$ cat config.mk
export PLATFORM = sky130hd
export DESIGN_NAME = sfr_queue
export DESIGN_NICKNAME = d
export VERILOG_FILES = /design/src/rtl/core/sfr_pkg.sv /design/src/rtl/core/sfr_queue.sv
export SDC_FILE = /design/constraint.sdc
export NUM_CORES = 1
export LEC_CHECK = 0
export CORE_MARGIN = 8
export CORE_UTILIZATION = 53
export CTS_BUF_LIST = sky130_fd_sc_hd__clkbuf_4
export DETAILED_ROUTE_END_ITERATION = 10
export DONT_BUFFER_PORTS = 1
export PLACE_DENSITY = 0.73
export SLEW_MARGIN = 5
export SYNTH_ARGS = -nofsm -noshare
export SYNTH_HDL_FRONTEND = slang
export SYNTH_SLANG_ARGS = --single-unit
$ cat constraint.sdc
create_clock -name clk -period 2.8 [get_ports clk]
set_input_delay 0.28 -clock clk [delete_from_list [all_inputs] [get_ports clk]]
set_output_delay 0.28 -clock clk [all_outputs]
set_load 0.05 [all_outputs]
$ cat src/rtl/core/sfr_pkg.sv
`timescale 1ns / 1ps
// sfr_pkg: shared constants, codes and the front-to-back command type
// of the spike fan-out router. No dependencies.

package sfr_pkg;

    localparam int MAX_PRE    = 1024;
    localparam int MAX_CONN   = 4096;
    localparam int MAX_FANOUT = 64;
    localparam int ID_BITS    = 24;

    localparam int PRE_AW      = $clog2(MAX_PRE);
    localparam int OFF_AW      = $clog2(MAX_PRE + 1);
    localparam int CONN_AW     = $clog2(MAX_CONN);
    localparam int FANOUT_W    = $clog2(MAX_FANOUT + 1);
    localparam int QUEUE_DEPTH = 4;
    localparam int QPTR_W      = $clog2(QUEUE_DEPTH);
    localparam int QCNT_W      = $clog2(QUEUE_DEPTH + 1);

    localparam logic [1:0] ACT_LOAD_PRE  = 2'd0;
    localparam logic [1:0] ACT_LOAD_CONN = 2'd1;
    localparam logic [1:0] ACT_SPIKE     = 2'd2;
    localparam logic [1:0] ACT_START     = 2'd3;

    localparam logic [1:0] CFG_PRE_COUNT    = 2'd0;
    localparam logic [1:0] CFG_STEPS_PER_MS = 2'd1;

    localparam logic CMD_WRITE = 1'b0;
    localparam logic CMD_RUN   = 1'b1;

    typedef struct packed {
        logic                kind;
        logic [CONN_AW-1:0]  addr;
        logic [15:0]         target;
        logic [15:0]         delay;
        logic [FANOUT_W-1:0] count;
        logic                trunc;
        logic signed [8:0]   base;
    } cmd_t;

endpackage

$ cat src/rtl/core/sfr_queue.sv
`timescale 1ns / 1ps
// sfr_queue: short command queue between front and back.
// Depends on sfr_pkg.

module sfr_queue
    import sfr_pkg::*;
(
    input  logic clk,
    input  logic rst_n,
    input  logic push,
    input  cmd_t push_cmd,
    input  logic pop,
    output cmd_t pop_cmd,
    output logic full,
    output logic empty
);

    cmd_t               entry_reg [QUEUE_DEPTH];
    logic [QPTR_W-1:0]  wr_ptr_reg, wr_ptr_next;
    logic [QPTR_W-1:0]  rd_ptr_reg, rd_ptr_next;
    logic [QCNT_W-1:0]  count_reg, count_next;

    assign full    = (count_reg == QCNT_W'(QUEUE_DEPTH));
    assign empty   = (count_reg == '0);
    assign pop_cmd = entry_reg[rd_ptr_reg];

    always_comb
    begin
        wr_ptr_next = push ? wr_ptr_reg + 1'b1 : wr_ptr_reg;
        rd_ptr_next = pop ? rd_ptr_reg + 1'b1 : rd_ptr_reg;
        count_next  = count_reg + QCNT_W'(push) - QCNT_W'(pop);
    end

    always_ff @(posedge clk or negedge rst_n)
    begin
        if (!rst_n)
        begin
            wr_ptr_reg <= '0;
            rd_ptr_reg <= '0;
            count_reg  <= '0;
        end
        else
        begin
            wr_ptr_reg <= wr_ptr_next;
            rd_ptr_reg <= rd_ptr_next;
            count_reg  <= count_next;
        end
    end

    always_ff @(posedge clk)
    begin
        if (push)
        begin
            entry_reg[wr_ptr_reg] <= push_cmd;
        end
    end

    a_no_overflow: assert property (@(posedge clk) disable iff (!rst_n)
        !(push && full))
        else $error("queue push while full");

    a_no_underflow: assert property (@(posedge clk) disable iff (!rst_n)
        !(pop && empty))
        else $error("queue pop while empty");

endmodule

# Word-level counts from Yosys, hierarchy flattened
# Memory sizes are Yosys's and may differ from the RTL's.
# Index checks and enable logic that the tools add are counted.
# word_totals
register_bits	7
mem_bits_rw	248
output_inout_bits	64
word_cells	12
memories	1
# classes
n_addsub	4
eq_ne	1
mux	2
n_reduce_logical	1
# mem_list
memory	words	word_bits	rd	rd_ports_with_merged_regs	wr	line_no	source
entry_reg	4	62	1	0	1	sfr_queue.sv:18	cmd_t entry_reg [QUEUE_DEPTH];
# ops
cell	n
adder 2 x 1 -> 2 bit (second input constant)	2
adder 3 x 1 -> 3 bit	1
== test 3 bit (second input constant)	1
logical NOT 3 bit	1
subtractor 3 x 1 -> 3 bit	1
2-to-1 mux 1 bit	2

# Longest topological paths before layout
# logic_depth
depth_word	2
mapped_depth	6

# Worst setup path before layout
# OpenSTA, ideal clock, no wires.
# synth_path
path_type	reg-to-reg
startpoint	reg wr_ptr_reg[0]
endpoint	mem entry_reg[0][0] (netlist bit), enable pin
setup_time_ns	0.426
t_arrival_ns	2.081
path_slack_ns	0.292
stages_incl_launch_ff	4
path_buffers	0
synth_period_minus_slack_ns	2.508
path_cell_list	dfrtp_1 inv_1 ha_1 and2_1
# synth_lines
item	line_no	source
start: declaration	sfr_queue.sv:19	logic [QPTR_W-1:0] wr_ptr_reg, wr_ptr_next;
start signal: assignment	sfr_queue.sv:44	wr_ptr_reg <= wr_ptr_next;
end: declaration	sfr_queue.sv:18	
# Straight into the memory's write port.

==> flow_summary.json <==
{
  "antenna_found_initial": 3,
  "cts-root-buf": "clkbuf_4",
  "ctsLongestPathBuffers": 3,
  "netlist_instances": 358,
  "grt_pass1_wl_um": 25560,
  "synth_area_mm2": 0.009410,
  "fp.dieArea_mm2": 0.02228,
  "worst_setup_path_start_kind": "flop",
  "synth.area.top_cells": "edfxtp_1 79%, mux4_2 14%, dfrtp_1 1.9%, buf_12 1.3%, mux4_1 1.1%",
  "nFillCells": 1143,
  "cap_viol_max_count": 0,
  "status": "finished clean",
  "cts_tree": "done",
  "p_leak_nw": 3.724,
  "worstSetupEndpointType": "output pin",
  "worstPathArrival_ns": 2.35,
  "p_per_area_mw_per_mm2": 1151,
  "drt-initial-drc-count": 233,
  "slew_violations": 0,
  "drc": 0,
  "gp_congestion": 0.7033,
  "largest_reg_flops": 248,
  "grt_max_degree": 42,
  "worst_pin_slew_ns": 0.6007,
  "ir_drop_v": 0.0006737,
  "synth_nets": 431,
  "die-width_um": 149.3,
  "postCtsSetupBuffers": 0,
  "cts.sinks": 255,
  "wl_per_cell_um": 22.17,
  "fin_crit_ns": 2.633,
  "ant_nets": 0,
  "rows": 48,
  "viasPerCell": 5.449,
  "port_buffers": 0,
  "h-tree-depth": 2,
  "place_area_mm2": 0.009698,
  "finClkSkew_ns": 0.01479,
  "cts-buffers-inserted": 58,
  "vias": 4136,
  "nets": 559,
  "final_area_mm2": 0.01111,
  "grt_usage_pct": 15.25,
  "syn_area_per_cell_um2": 26.29,
  "wl_um": 16830,
  "setup_tns_ns": 0,
  "yosys.area.top_type_share_pct": 79.14,
  "clock.fmax_mhz": 379.8,
  "die_h_um": 149.3,
  "clk_pin_slew_ns": 0.07,
  "setup_violations": 0,
  "worst_ep_required_time_ns": 2.52,
  "max_slew_margin_pct": 60.12,
  "synth_seq_cells": 255,
  "rsz0062_at_grt": "no",
  "hpwlAfterDp_um": 10280,
  "grt_pass1_vias": 4533,
  "critical_path_class": "reg2out",
  "area_growth_syn_to_layout_pct": 18.07,
  "ys_seq_area_share_pct": 81.00,
  "rrSetupSlack_ns": 1.04,
  "start_util_pct": 54.22,
  "drt-pass1-iter-count": 4,
  "finalCritPeriodShare_pct": 94.03,
  "post_route_cells_drive_above_1_share_pct": 32.46,
  "ios": 130,
  "hold_viol": 0,
  "yosysUniqueCellTypes": 17,
  "core_mm2": 0.01736,
  "insertion_delay_ns": 0.64,
  "hold_class": "in2reg",
  "synth_largest_area_cell": "edfxtp_1",
  "ys_warn_count": 0,
  "overflow": 0,
  "crit_fanout": 15
}
==> worst paths after layout <==
| check | end | startpoint | depth (start not counted) |
|---|---|---|---|
| hold / removal | entry_reg[0][59] | push | 1 |
| min in group asynchronous | count_reg[1] | rst_n | 2 |
| setup reg to reg | entry_reg[2][5] | wr_ptr_reg[0] | 4 |
| setup / recovery | pop_cmd[61] | rd_ptr_reg[0] | 2 |
| max in group asynchronous | rd_ptr_reg[0] | rst_n | 2 |
| hold reg to reg | wr_ptr_reg[0] | wr_ptr_reg[0] | 1 |
==> layout make-up <==
| class | instances | area [µm²] | share of cell area [%] |
|---|---|---|---|
| multi-input combinational | 83 | 1609 | 14.48 |
| timing repair buffer | 82 | 822.0 | 7.399 |
| sequential | 255 | 7627 | 68.65 |
| antenna | 1 | 2.502 | 0.02252 |
| tap | 225 | 281.5 | 2.534 |
| inverter | 6 | 22.52 | 0.2027 |
| clock inverter | 25 | 130.1 | 1.171 |
| clock buffer | 82 | 615.6 | 5.541 |
==> kinds of logic after synthesis <==
logic type / share of synthesized area (%)
buf+inv: 2.008
fa+ha+maj: 1.010
mux: 15.00
compound gates: 0.05313
simple gates: 0.4653
xor+xnor: 0.4654
flops: 81.00
==> timing repair <==
item,in CTS,in global routing
endpoints found under the setup margin,0,17
hold buffers,66,0
gates resized for setup,0,1
endpoints found under the hold margin,261,0
==> layout by cell type (no fill, tap or decap), drive strengths merged <==
cell           n
diode          1
clkinv        22
and3           1
buf           16
clkbuf        82
and2           4
xnor2          2
edfxtp       248
bufinv         1
fa             1
dfrtp          7
mux4          62
o21ai          1
ha             6
dlygate4sd3   66
nor3           1
xor2           3
inv            8
nand2          2
==> worst max-delay path, stage by stage (launching register included) <==
cell and delay [ns]:
dfrtp_4 0.62, buf_4 0.26, mux4_1 0.83
==> routing by layer <==
metal | routed length (µm) | GRT usage [%] | part of all wire (%)
met1 | 6730 | 18.10 | 40
met2 | 8415 | 24.98 | 50
met3 | 1500 | 6.402 | 8.9
met4 | 162 | 4.745 | 0.96
met5 | 16 | 0 | 0.095
==> through the flow <==
stage,cells,util (%),setup WS (ns),total power [mW],hold slack (ns)
floorplan,358,-,0.2924,9.468,-0.01559
global placement,585,55.88,0.7440,9.961,-0.01509
detailed placement,585,55.88,0.7469,10.06,-0.01502
CTS,758,63.98,0.01287,12.99,0.01858
global route,759,64.01,0.01556,13.35,0.03781
finish,759,64.01,0.1671,12.79,0.09066
==> cells in the mapped netlist <==
cell / n
ha_1: 6
fa_1: 1
and2_1: 4
and3_1: 1
nor3_1: 1
mux4_2: 58
o21ai_0: 1
dfrtp_1: 7
edfxtp_1: 248
buf_2: 7
nand2_1: 2
buf_12: 6
buf_6: 1
inv_1: 6
mux4_1: 4
xor2_1: 3
xnor2_1: 2
==> where the power goes <==
group,internal (mW),leakage (nW),switching [mW],total [mW]
Combinational,1.28,0.913,3.44,4.72
Clock,1.46,0.453,1.34,2.80
Sequential,4.99,2.36,0.281,5.27
Power figures use the tool's default switching activity.
